===== config.mk =====
export PLATFORM = sky130hd
export DESIGN_NAME = integer_to_ascii_radix_grouped
export DESIGN_NICKNAME = d
export VERILOG_FILES = /design/src/rtl/iarg_pkg.sv /design/src/rtl/iarg_fifo.sv /design/src/rtl/iarg_front.sv /design/src/rtl/iarg_back.sv /design/src/rtl/integer_to_ascii_radix_grouped.sv
export SDC_FILE = /design/constraint.sdc
export NUM_CORES = 1
export LEC_CHECK = 0
export ABC_AREA = 1
export BUFFER_PORTS_ARGS = -buffer_cell sky130_fd_sc_hd__buf_2
export CORE_ASPECT_RATIO = 0.75
export CORE_MARGIN = 4
export CORE_UTILIZATION = 55
export DETAILED_ROUTE_END_ITERATION = 16
export PLACE_DENSITY = 0.76
export SKIP_LAST_GASP = 1
export SLEW_MARGIN = 25
export SYNTH_ARGS = -nofsm -noshare
export SYNTH_HDL_FRONTEND = slang
export SYNTH_SLANG_ARGS = --single-unit

===== constraint.sdc =====
create_clock -name i_clk -period 6.7 [get_ports i_clk]
set_input_delay 0.335 -clock i_clk [delete_from_list [all_inputs] [get_ports i_clk]]
set_output_delay 0.335 -clock i_clk [all_outputs]
set_load 0.1 [all_outputs]

===== src/rtl/iarg_pkg.sv =====
// Package for the radix-grouped integer to ASCII converter.
// Shared sizes, base codes, character codes and the queued job type.
// No dependencies.
`default_nettype none
package iarg_pkg;
    localparam int VALUE_WIDTH      = 64;
    localparam int FLAGS_W          = 4;
    localparam int CHARS_PER_RESULT = 4;
    localparam int GROUP_SIZE       = 3;
    localparam int QUEUE_DEPTH      = 2;
    localparam int QPTR_W           = $clog2(QUEUE_DEPTH);

    localparam int DEC_DIGITS = (VALUE_WIDTH * 1233) / 4096 + 1;
    localparam int BIN_DIGITS = VALUE_WIDTH;
    localparam int OCT_DIGITS = (VALUE_WIDTH + 2) / 3;
    localparam int HEX_DIGITS = (VALUE_WIDTH + 3) / 4;
    localparam int DIG_W      = 4 * DEC_DIGITS;
    localparam int CNT_W      = $clog2(BIN_DIGITS + 1);
    localparam int KM_W       = $clog2(GROUP_SIZE);

    localparam int CHARS_W     = 8 * CHARS_PER_RESULT;
    localparam int CCNT_W      = 3;
    localparam int IN_TDATA_W  = ((VALUE_WIDTH + FLAGS_W + 7) / 8) * 8;
    localparam int OUT_TDATA_W = ((CHARS_W + CCNT_W + 7) / 8) * 8;

    localparam logic [1:0] BASE_DEC = 2'd0;
    localparam logic [1:0] BASE_BIN = 2'd1;
    localparam logic [1:0] BASE_OCT = 2'd2;
    localparam logic [1:0] BASE_HEX = 2'd3;

    localparam logic [7:0] CH_COMMA = 8'h2C;
    localparam logic [7:0] CH_DOT   = 8'h2E;
    localparam logic [7:0] CH_ZERO  = 8'h30;
    localparam logic [7:0] CH_UPA   = 8'h41;

    typedef struct packed {
        logic [VALUE_WIDTH-1:0] value;
        logic [1:0]             base;
        logic                   grouped;
        logic [7:0]             sep;
        logic [CNT_W-1:0]       k_init;
        logic [KM_W-1:0]        kmod_init;
    } t_job;
endpackage
`default_nettype wire


===== src/rtl/iarg_fifo.sv =====
// Short job queue between the classifier and the conversion engine.
// Depends on iarg_pkg (t_job, QUEUE_DEPTH).
`default_nettype none
module iarg_fifo import iarg_pkg::*; (
    input  wire logic i_clk,
    input  wire logic i_rst_n,
    input  wire logic i_push,
    input  wire t_job i_data,
    output logic      o_full,
    input  wire logic i_pop,
    output t_job      o_data,
    output logic      o_empty
);
    logic [QPTR_W:0] r_wr, r_rd;
    t_job            r_mem [QUEUE_DEPTH];

    assign o_empty = (r_wr == r_rd);
    assign o_full  = (r_wr[QPTR_W] != r_rd[QPTR_W]) &&
                     (r_wr[QPTR_W-1:0] == r_rd[QPTR_W-1:0]);
    assign o_data  = r_mem[r_rd[QPTR_W-1:0]];

    always_ff @(posedge i_clk) begin
        if (!i_rst_n) begin
            r_wr <= '0;
            r_rd <= '0;
        end else begin
            if (i_push && !o_full) begin
                r_wr <= r_wr + 1'b1;
            end
            if (i_pop && !o_empty) begin
                r_rd <= r_rd + 1'b1;
            end
        end
    end

    always_ff @(posedge i_clk) begin
        if (i_push && !o_full) begin
            r_mem[r_wr[QPTR_W-1:0]] <= i_data;
        end
    end
endmodule
`default_nettype wire


===== src/rtl/iarg_front.sv =====
// Input side: accepts items, decodes the format word into a job, queues it.
// Depends on iarg_pkg and iarg_fifo.
`default_nettype none
module iarg_front import iarg_pkg::*; (
    input  wire logic                  i_clk,
    input  wire logic                  i_rst_n,
    input  wire logic                  i_s_axis_tvalid,
    output logic                       o_s_axis_tready,
    input  wire logic [IN_TDATA_W-1:0] i_s_axis_tdata,
    input  wire logic                  i_pop,
    output t_job                       o_job,
    output logic                       o_job_valid
);
    logic [FLAGS_W-1:0] flags;
    t_job               job;
    logic               full, empty;

    assign flags = i_s_axis_tdata[VALUE_WIDTH +: FLAGS_W];

    always_comb begin
        job.value   = i_s_axis_tdata[VALUE_WIDTH-1:0];
        job.base    = flags[1:0];
        job.grouped = flags[2] | flags[3];
        job.sep     = flags[2] ? CH_COMMA : CH_DOT;
        unique case (flags[1:0])
            BASE_DEC: begin
                job.k_init    = CNT_W'(DEC_DIGITS);
                job.kmod_init = KM_W'(DEC_DIGITS % GROUP_SIZE);
            end
            BASE_BIN: begin
                job.k_init    = CNT_W'(BIN_DIGITS);
                job.kmod_init = KM_W'(BIN_DIGITS % GROUP_SIZE);
            end
            BASE_OCT: begin
                job.k_init    = CNT_W'(OCT_DIGITS);
                job.kmod_init = KM_W'(OCT_DIGITS % GROUP_SIZE);
            end
            default: begin
                job.k_init    = CNT_W'(HEX_DIGITS);
                job.kmod_init = KM_W'(HEX_DIGITS % GROUP_SIZE);
            end
        endcase
    end

    iarg_fifo u_queue (
        .i_clk   (i_clk),
        .i_rst_n (i_rst_n),
        .i_push  (i_s_axis_tvalid),
        .i_data  (job),
        .o_full  (full),
        .i_pop   (i_pop),
        .o_data  (o_job),
        .o_empty (empty)
    );

    assign o_s_axis_tready = !full;
    assign o_job_valid     = !empty;
endmodule
`default_nettype wire


===== src/rtl/iarg_back.sv =====
// Conversion engine: double-dabble for decimal, leading-zero skip, one
// character per cycle while not stalled, into a result packer with
// an output register. Depends on iarg_pkg.
`default_nettype none
module iarg_back import iarg_pkg::*; (
    input  wire logic                   i_clk,
    input  wire logic                   i_rst_n,
    input  wire logic                   i_job_valid,
    input  wire t_job                   i_job,
    output logic                        o_pop,
    output logic                        o_m_axis_tvalid,
    input  wire logic                   i_m_axis_tready,
    output logic [OUT_TDATA_W-1:0]      o_m_axis_tdata,
    output logic                        o_m_axis_tlast
);
    localparam logic [1:0] ST_IDLE   = 2'd0;
    localparam logic [1:0] ST_DABBLE = 2'd1;
    localparam logic [1:0] ST_SKIP   = 2'd2;
    localparam logic [1:0] ST_EMIT   = 2'd3;

    localparam int HEX_SH = DIG_W - 4 * HEX_DIGITS;
    localparam int OCT_SH = DIG_W - 3 * OCT_DIGITS;
    localparam int BIN_SH = DIG_W - BIN_DIGITS;

    function automatic logic [DIG_W-1:0] bcd_adjust(input logic [DIG_W-1:0] b);
        logic [DIG_W-1:0] r;
        r = b;
        for (int i = 0; i < DEC_DIGITS; i++) begin
            if (r[4*i +: 4] >= 4'd5) begin
                r[4*i +: 4] = r[4*i +: 4] + 4'd3;
            end
        end
        return r;
    endfunction

    logic [1:0]             r_state, n_state;
    logic [VALUE_WIDTH-1:0] r_val, n_val;
    logic [DIG_W-1:0]       r_dig, n_dig;
    logic [CNT_W-1:0]       r_cnt, n_cnt;
    logic [CNT_W-1:0]       r_k, n_k;
    logic [KM_W-1:0]        r_kmod, n_kmod;
    logic [1:0]             r_base, n_base;
    logic                   r_grp, n_grp;
    logic [7:0]             r_sep, n_sep;
    logic                   r_sep_pend, n_sep_pend;
    logic [CHARS_W-1:0]     r_word, n_word;
    logic [CCNT_W-1:0]      r_n, n_n;
    logic                   r_ovalid, n_ovalid;
    logic [CHARS_W-1:0]     r_ochars, n_ochars;
    logic [CCNT_W-1:0]      r_ocnt, n_ocnt;
    logic                   r_olast, n_olast;

    logic [3:0]             top;
    logic [DIG_W-1:0]       dig_shl;
    logic [DIG_W-1:0]       dig_adj;
    logic [CNT_W-1:0]       k_dec;
    logic [KM_W-1:0]        kmod_dec;
    logic [7:0]             ch;
    logic [CHARS_W-1:0]     word_ins;
    logic [CCNT_W-1:0]      n_ins;
    logic                   done, out_free;

    always_comb begin
        unique case (r_base)
            BASE_BIN: begin
                top     = {3'b0, r_dig[DIG_W-1]};
                dig_shl = r_dig << 1;
            end
            BASE_OCT: begin
                top     = {1'b0, r_dig[DIG_W-1 -: 3]};
                dig_shl = r_dig << 3;
            end
            default: begin
                top     = r_dig[DIG_W-1 -: 4];
                dig_shl = r_dig << 4;
            end
        endcase
    end

    assign dig_adj  = bcd_adjust(r_dig);
    assign k_dec    = r_k - 1'b1;
    assign kmod_dec = (r_kmod == '0) ? KM_W'(GROUP_SIZE - 1) : r_kmod - 1'b1;
    assign out_free = !r_ovalid || i_m_axis_tready;
    assign done     = !r_sep_pend && (r_k == CNT_W'(1));

    always_comb begin
        if (r_sep_pend) begin
            ch = r_sep;
        end else if (top < 4'd10) begin
            ch = CH_ZERO + {4'b0, top};
        end else begin
            ch = CH_UPA + {4'b0, top} - 8'd10;
        end
        word_ins = r_word;
        for (int i = 0; i < CHARS_PER_RESULT; i++) begin
            if (r_n == CCNT_W'(CHARS_PER_RESULT - 1 - i)) begin
                word_ins[8*i +: 8] = ch;
            end
        end
        n_ins = r_n + 1'b1;
    end

    always_comb begin
        n_state    = r_state;
        n_val      = r_val;
        n_dig      = r_dig;
        n_cnt      = r_cnt;
        n_k        = r_k;
        n_kmod     = r_kmod;
        n_base     = r_base;
        n_grp      = r_grp;
        n_sep      = r_sep;
        n_sep_pend = r_sep_pend;
        n_word     = r_word;
        n_n        = r_n;
        n_ovalid   = r_ovalid && !i_m_axis_tready;
        n_ochars   = r_ochars;
        n_ocnt     = r_ocnt;
        n_olast    = r_olast;
        o_pop      = 1'b0;
        unique case (r_state)
            ST_IDLE: begin
                if (i_job_valid) begin
                    o_pop      = 1'b1;
                    n_val      = i_job.value;
                    n_base     = i_job.base;
                    n_grp      = i_job.grouped;
                    n_sep      = i_job.sep;
                    n_k        = i_job.k_init;
                    n_kmod     = i_job.kmod_init;
                    n_sep_pend = 1'b0;
                    n_cnt      = '0;
                    n_word     = '0;
                    n_n        = '0;
                    unique case (i_job.base)
                        BASE_DEC: n_dig = '0;
                        BASE_BIN: n_dig = DIG_W'(i_job.value) << BIN_SH;
                        BASE_OCT: n_dig = DIG_W'(i_job.value) << OCT_SH;
                        default:  n_dig = DIG_W'(i_job.value) << HEX_SH;
                    endcase
                    n_state = (i_job.base == BASE_DEC) ? ST_DABBLE : ST_SKIP;
                end
            end
            ST_DABBLE: begin
                n_dig = {dig_adj[DIG_W-2:0], r_val[VALUE_WIDTH-1]};
                n_val = r_val << 1;
                n_cnt = r_cnt + 1'b1;
                if (r_cnt == CNT_W'(VALUE_WIDTH - 1)) begin
                    n_state = ST_SKIP;
                end
            end
            ST_SKIP: begin
                if (top == 4'd0 && r_k > CNT_W'(1)) begin
                    n_dig  = dig_shl;
                    n_k    = k_dec;
                    n_kmod = kmod_dec;
                end else begin
                    n_state = ST_EMIT;
                end
            end
            default: begin
                if (out_free) begin
                    if (r_sep_pend) begin
                        n_sep_pend = 1'b0;
                    end else begin
                        n_dig      = dig_shl;
                        n_k        = k_dec;
                        n_kmod     = kmod_dec;
                        n_sep_pend = r_grp && (k_dec != '0) && (kmod_dec == '0);
                    end
                    if (done || n_ins == CCNT_W'(CHARS_PER_RESULT)) begin
                        n_ovalid = 1'b1;
                        n_ochars = word_ins;
                        n_ocnt   = n_ins;
                        n_olast  = done;
                        n_word   = '0;
                        n_n      = '0;
                    end else begin
                        n_word = word_ins;
                        n_n    = n_ins;
                    end
                    if (done) begin
                        n_state = ST_IDLE;
                    end
                end
            end
        endcase
    end

    always_ff @(posedge i_clk) begin
        if (!i_rst_n) begin
            r_state  <= ST_IDLE;
            r_ovalid <= 1'b0;
        end else begin
            r_state  <= n_state;
            r_ovalid <= n_ovalid;
        end
    end

    always_ff @(posedge i_clk) begin
        r_val      <= n_val;
        r_dig      <= n_dig;
        r_cnt      <= n_cnt;
        r_k        <= n_k;
        r_kmod     <= n_kmod;
        r_base     <= n_base;
        r_grp      <= n_grp;
        r_sep      <= n_sep;
        r_sep_pend <= n_sep_pend;
        r_word     <= n_word;
        r_n        <= n_n;
        r_ochars   <= n_ochars;
        r_ocnt     <= n_ocnt;
        r_olast    <= n_olast;
    end

    assign o_m_axis_tvalid = r_ovalid;
    assign o_m_axis_tdata  = OUT_TDATA_W'({r_ocnt, r_ochars});
    assign o_m_axis_tlast  = r_olast;
endmodule
`default_nettype wire


===== src/rtl/integer_to_ascii_radix_grouped.sv =====
// Top level of the radix-grouped integer to ASCII converter.
// Depends on iarg_pkg, iarg_front, iarg_back.
//
// Usage:
//   Slave stream: tdata = value (bits 63:0), format (bits 67:64: base in 1:0,
//   comma groups in 2, dot groups in 3); one item is one number.
//   Master stream: tdata = chars (31:0, first character in the top byte),
//   char_count (34:32); tlast marks the final beat of a number.
//   Items are decoded on entry and held in a two-entry job queue, so up to
//   two further numbers are taken while one is being converted.
//   Per number: the job is fetched, shift-and-add-3 runs for decimal (not for
//   the other bases), leading zero digits are skipped, then each output
//   character is emitted, separators included. Conversion time is set by
//   the one-character-per-cycle emitter, which waits while the receiver
//   stalls, and the one-bit-per-cycle decimal converter.
//   Reset (i_rst_n low, synchronous) empties the queue and drops any beat.
//   When the receiver stalls, the output register holds its beat and the
//   emitter waits; the queue keeps accepting until it is full.
`default_nettype none
module integer_to_ascii_radix_grouped import iarg_pkg::*; (
    input  wire logic                   i_clk,
    input  wire logic                   i_rst_n,
    input  wire logic                   i_s_axis_tvalid,
    output logic                        o_s_axis_tready,
    input  wire logic [IN_TDATA_W-1:0]  i_s_axis_tdata,   // value, format_flags
    output logic                        o_m_axis_tvalid,
    input  wire logic                   i_m_axis_tready,
    output logic [OUT_TDATA_W-1:0]      o_m_axis_tdata,   // chars, char_count
    output logic                        o_m_axis_tlast
);
    t_job job;
    logic job_valid, pop;

    iarg_front u_front (
        .i_clk           (i_clk),
        .i_rst_n         (i_rst_n),
        .i_s_axis_tvalid (i_s_axis_tvalid),
        .o_s_axis_tready (o_s_axis_tready),
        .i_s_axis_tdata  (i_s_axis_tdata),
        .i_pop           (pop),
        .o_job           (job),
        .o_job_valid     (job_valid)
    );

    iarg_back u_back (
        .i_clk           (i_clk),
        .i_rst_n         (i_rst_n),
        .i_job_valid     (job_valid),
        .i_job           (job),
        .o_pop           (pop),
        .o_m_axis_tvalid (o_m_axis_tvalid),
        .i_m_axis_tready (i_m_axis_tready),
        .o_m_axis_tdata  (o_m_axis_tdata),
        .o_m_axis_tlast  (o_m_axis_tlast)
    );
endmodule
`default_nettype wire


Word level (Yosys, flattened, before mapping)
Memories as Yosys holds them, arrays and structs flattened. A register that Yosys moved wholly into a read port is not among the register bits.
Index checks and enable logic that the tools add are counted.

word-level totals
  flip-flop bits (word level) = 250
  memory bits (writable) = 156
  bits of input ports = 76
  output and inout bits = 43
  memories kept = 1

memory list
  name                   words  width  read ports  clocked after Yosys merged registers in  wr ports  RTL line         source
  u_front.u_queue.r_mem  2      78     1           1                                        1         iarg_fifo.sv:15  t_job r_mem [QUEUE_DEPTH];

operators by class
  $add $sub $neg = 29
  order comparisons = 22
  equality and inequality tests = 22
  multiplexer cells = 79
  bitwise logic cells = 5
  reduce and logical (&&, ||, !) cells = 37

operators by type and width
  operator                                                               count
  80-bit two-way mux                                                     4
  80-bit one-hot mux with 2 select lines                                 2
  80-bit one-hot mux with 3 select lines                                 1
  64-bit one-hot mux with 2 select lines                                 1
  32-bit two-way mux                                                     3
  4-bit by 3-bit >= comparator with 1-bit output, second input constant  20
  4-bit by 2-bit adder with 4-bit output, second input constant          19
  4-bit two-way mux                                                      19
  64-bit two-way mux                                                     1
  32-bit one-hot mux with 2 select lines                                 1
  8-bit two-way mux                                                      6
  7-bit two-way mux                                                      5
  9-bit one-hot mux with 3 select lines                                  1
  2-bit two-way mux                                                      12
  7-bit one-hot mux with 3 select lines                                  1
  7-bit one-hot mux with 2 select lines                                  1
  1-bit two-way mux                                                      12
  3-bit two-way mux                                                      4
  2-bit one-hot mux with 3 select lines                                  2
  2-bit logical NOT                                                      5
  5-bit AND reduction                                                    2
  7-bit by 4-bit adder with 8-bit output, first input constant           1
  2-bit == test, second input constant                                   4
  1-bit logical AND                                                      8
  other kinds (41)                                                       59

Depth between registers and ports, before layout
  depth after elaboration = 10
  depth in mapped cells = 14
  depth with buffers taken out = 14

Hierarchy
A second synthesis with hierarchy kept.

unflattened totals
  cells, all modules = 1954
  area total of the unflattened synthesis = 21126.5 um^2

by module, submodules not included
  module      times used  cells an instance  area each (um^2)  seq. area each (um^2)
  iarg_back   1           1633               14505.2           7357.1
  iarg_fifo   1           307                6566.3            5144.9
  iarg_front  1           14                 55.1              0.0

Worst setup path before layout
Ideal clock, no wire load.

  path kind = register -> register
  from = register u_back.r_base[0]
  to = register u_back.r_dig[0] (enable)
  library setup time = 0.566 ns
  data arrival time = 5.662 ns
  required time = 6.134 ns
  slack = 0.472 ns
  stages on the path, launching flop included = 14
  period minus slack after synthesis = 6.228 ns
  cell sequence = edfxtp_1 -> inv_1 -> ha_1 -> buf_2 -> nand2_1 -> nand3_1 -> inv_2 -> ha_1 -> inv_1 -> nor2_1 -> nand2_1 -> nand2_1 -> nand2_1 -> a31oi_1

on the way
  cells in the longest elaborated chain, start to end = 6
  elaborated cells on any way between the ends = 7
  classes of those cells = eq/ne: 3; mux: 1; reduce/logical: 3

RTL lines
  element                                                                    RTL line          source
  from (decl)                                                                iarg_back.sv:42   logic [1:0] r_base, n_base;
  from (signal assigned)                                                     iarg_back.sv:206  r_base <= n_base;
  2-bit == test or 2-bit by 1-bit == test with 1-bit output (tied branches)  iarg_back.sv:64   unique case (r_base)
  4-bit one-hot mux with 2 select lines (*)                                  iarg_back.sv:64
  4-bit logical NOT (*)                                                      iarg_back.sv:153  if (top == 4'd0 && r_k > CNT_W'(1)) begin
  1-bit logical AND (*)                                                      iarg_back.sv:153
  2-bit by 1-bit inequality test with 1-bit output (no source line) (*)      n/a
  4-bit AND reduction (no source line) (*)                                   n/a
  to (signal assigned)                                                       iarg_back.sv:202  r_dig <= n_dig;
  to (decl)                                                                  iarg_back.sv:38   logic [DIG_W-1:0] r_dig, n_dig;

Mark *: on every way between the ends. The rest lies on a longest branch, timed or not.
A chain may end at the register's enable or synchronous reset.

Worst setup path after layout
  from = register u_back.r_state[0]
  to = register u_back.r_dig[35], data pin

on the way
  cells in the longest elaborated chain, start to end = 2
  elaborated cells on any way between the ends = 4
  classes of those cells = eq/ne: 2; mux: 1; reduce/logical: 1

RTL lines
  element                                      RTL line          source
  from (decl)                                  iarg_back.sv:36   logic [1:0] r_state, n_state;
  from (signal assigned)                       iarg_back.sv:195  r_state <= n_state;
  2-bit == test, or another cell as far along  iarg_back.sv:121  unique case (r_state)
  80-bit one-hot mux with 3 select lines (*)   iarg_back.sv:121
  named net u_back.n_dig[35]                   iarg_back.sv:38

The timed path passes the listed nets; every way through them passes the cells marked *.

==> flow_summary.yaml <==
status:
  status: "finished clean"
routing:
  totalWireLength_mm: 50.1
  via_per_inst: 6.05
  drt-pass1-iter-count: 5
  wire_per_inst_um: 19.8
  drc: 0
  first_iter_violations: 2018
  vias: 15300
  antenna_left: 0
sta:
  fin_crit_sh: 0.604
  setup_ws_ns: 2.65
  setup_tns_ns: 0
  fin_crit_ns: 4.05
  drv_slew: 0
  setup_viol: 0
  hold_violations: 0
  fmax_ghz: 0.247
  rsz0062_at_grt: "no"
  maxSlewHeadroom: 0.321
  skew_ns: 0.0131
  worstMarginPinSlew_ns: 1.02
pwr:
  total_power_uw: 12300
  ir_drop_mv: 0.408
  powerDensity_mw_per_mm2: 546
  p_leak_uw: 0.00863
grt:
  grt.overflow.total: 0
  grt_pass1_vias: 14500
  grt_pass1_wl_mm: 78.2
  grt_max_degree: 109
  grtUsageTotal: 0.251
  antenna_found_initial: 0
critical_path:
  start_kind: "register"
  path_class: "register to register"
  endpoint_kind: "register"
  crit_required_ns: 7.06
  cp.arrival_ns: 4.41
  cp_max_fo: 32
cts:
  root_buffer: "clkbuf_16"
  post_cts_buffers: 0
  clkLatencyLatePin_ns: 0.54
  clkTransAtPathRegs_ns: 0.06
  cts.path.max_buffers: 3
  htree_num_levels: 2
  cts_tree: "done"
  numCtsBuffers: 40
  cts.sinks: 392
yosys:
  synth_edf_count: 384
  synthTopCellsByArea: "edfxtp_1, o21ai_0, nand2_1, ha_1, inv_1"
  yosysMostFrequentCell: "edfxtp_1"
  synthTopCellsByCount: "edfxtp_1, nand2_1, o21ai_0"
  ys_seq_elements: 392
  synth_area_mm2: 0.0197
  seq_area_frac_synth: 0.593
  synth_top_cell_by_area: "edfxtp_1"
  ys.flop_type: "edfxtp_1"
  netlist_instances: 1909
  async_flop_share: 0
  syn_avg_cell_area_um2: 10.3
  ys_warn_count: 0
  synth_top_area_frac: 0.585
  synth_cell_types: 48
floorplanning:
  die_h_um: 172
  io_pins: 119
  die_w_um: 227
  core_mm2: 0.0350
  rows: 59
  die-area_mm2: 0.0390
  initial_core_util: 0.563
placed_design:
  gp_congestion: 0.920
  hpwl_mm: 30.6
  io_buffers: 109
  dpl_worst_slack_ns: 2.93
worst_hold_path:
  hold_class: "input pin to register"
final_layout:
  drive_above_1_share: 0.118
  syn_to_final_growth_pct: 14.8
  antenna_cells: 0
  final_nets: 2180
flow_run:
  maxCapViolCount: 0
path summary, 6_finish.rpt:
check,from,end,slack [ns],cells past startpoint
worst max-delay path,u_back.r_state[0],u_back.r_dig[35],2.65,9
worst min-delay path,i_s_axis_tdata[36],u_front.u_queue.r_mem[0][50],0.02,1
worst max register to register,u_back.r_state[0],u_back.r_dig[35],2.65,9
worst min register to register,u_front.u_queue.r_wr[1],u_front.u_queue.r_wr[1],0.49,2
cell usage in the layout, fill, tap and decap left out, drive strengths merged, types with 46 or more instances in the layout:
master,n
edfxtp,384
nand2,288
o21ai,263
inv,211
a21oi,133
buf,126
nor2,118
nand3,68
o22ai,61
dlygate4sd3,61
ha,59
or2,49
clkbuf,46
registers in the layout, indices dropped and copies added (netlist names), 2 cells and up, named ones only:
register / count
u_back.r_kmod: 2
u_back.r_base: 2
u_front.u_queue.r_mem: 148
u_front.u_queue.r_rd: 2
u_back.r_dig: 80
u_back.r_cnt: 7
u_back.r_ocnt: 3
u_front.u_queue.r_wr: 2
u_back.r_n: 3
u_back.r_val: 64
u_back.r_ochars: 32
u_back.r_state: 2
u_back.r_k: 7
u_back.r_word: 32
repair_timing:
action                                 4_1_cts  5_1_grt
setup endpoints to repair                    0        0
resized for setup                            0        0
endpoints found under the hold margin      121        0
hold buffers                                61        0
per-layer routing:
metal  vias up  global-route usage  routed length, µm
met4         0              0.0672                992
met5         -                   0                  0
met2       837               0.385              22600
met1      7320               0.377              21700
met3        86              0.0414               4770
li1       7082                   -                  -
per-stage QoR:
step | util | hold slack [ns] | instance area (µm²) | cells
final | 0.647 | 0.0249 | 22600 | 2531
after global placement | 0.588 | 0.471 | 20600 | 2398
after CTS | 0.646 | 0.00310 | 22600 | 2530
after global routing | 0.647 | 0.00409 | 22600 | 2531
after floorplan | - | 0.434 | 19700 | 1913
after detailed placement | 0.588 | 0.483 | 20600 | 2398
cell type report:
type / count / area (µm²)
fill: 2675 / 12400
inverter: 208 / 783
clock inverter: 25 / 365
timing repair buffer: 187 / 1310
sequential: 392 / 11700
multi-input combinational: 1216 / 6840
clock buffer: 46 / 1070
tap: 457 / 572
report_power, final:
| group | total [µW] | switching (µW) | internal (µW) | leakage (µW) |
|---|---|---|---|---|
| combinational | 5280 | 3790 | 1500 | 0.00415 |
| clock | 2440 | 950 | 1490 | 0.000703 |
| sequential | 4620 | 509 | 4110 | 0.00377 |
| total | 12300 | 5250 | 7100 | 0.00863 |
cell families after synthesis:
family | count (synthesis) | share of synthesized area
compound gates | 567 | 0.166
xor+xnor | 17 | 0.00755
fa+ha+maj | 59 | 0.0375
buf+inv | 305 | 0.0633
flops | 392 | 0.593
mux | 38 | 0.0193
other cells | 1 | 0.000190
simple gates | 530 | 0.113
worst max-delay path, cell delays in order, from the launching register on:
cell and delay, ns:
dfxtp_1 0.42, inv_1 0.11, ha_1 0.45, inv_2 0.27, nand2_2 0.53, nor2_2 0.94
inv_1 0.52, o221ai_1 0.43, nor2_1 0.08, o21ai_0 0.10
Note: power is estimated with default switching activity, not from simulation.
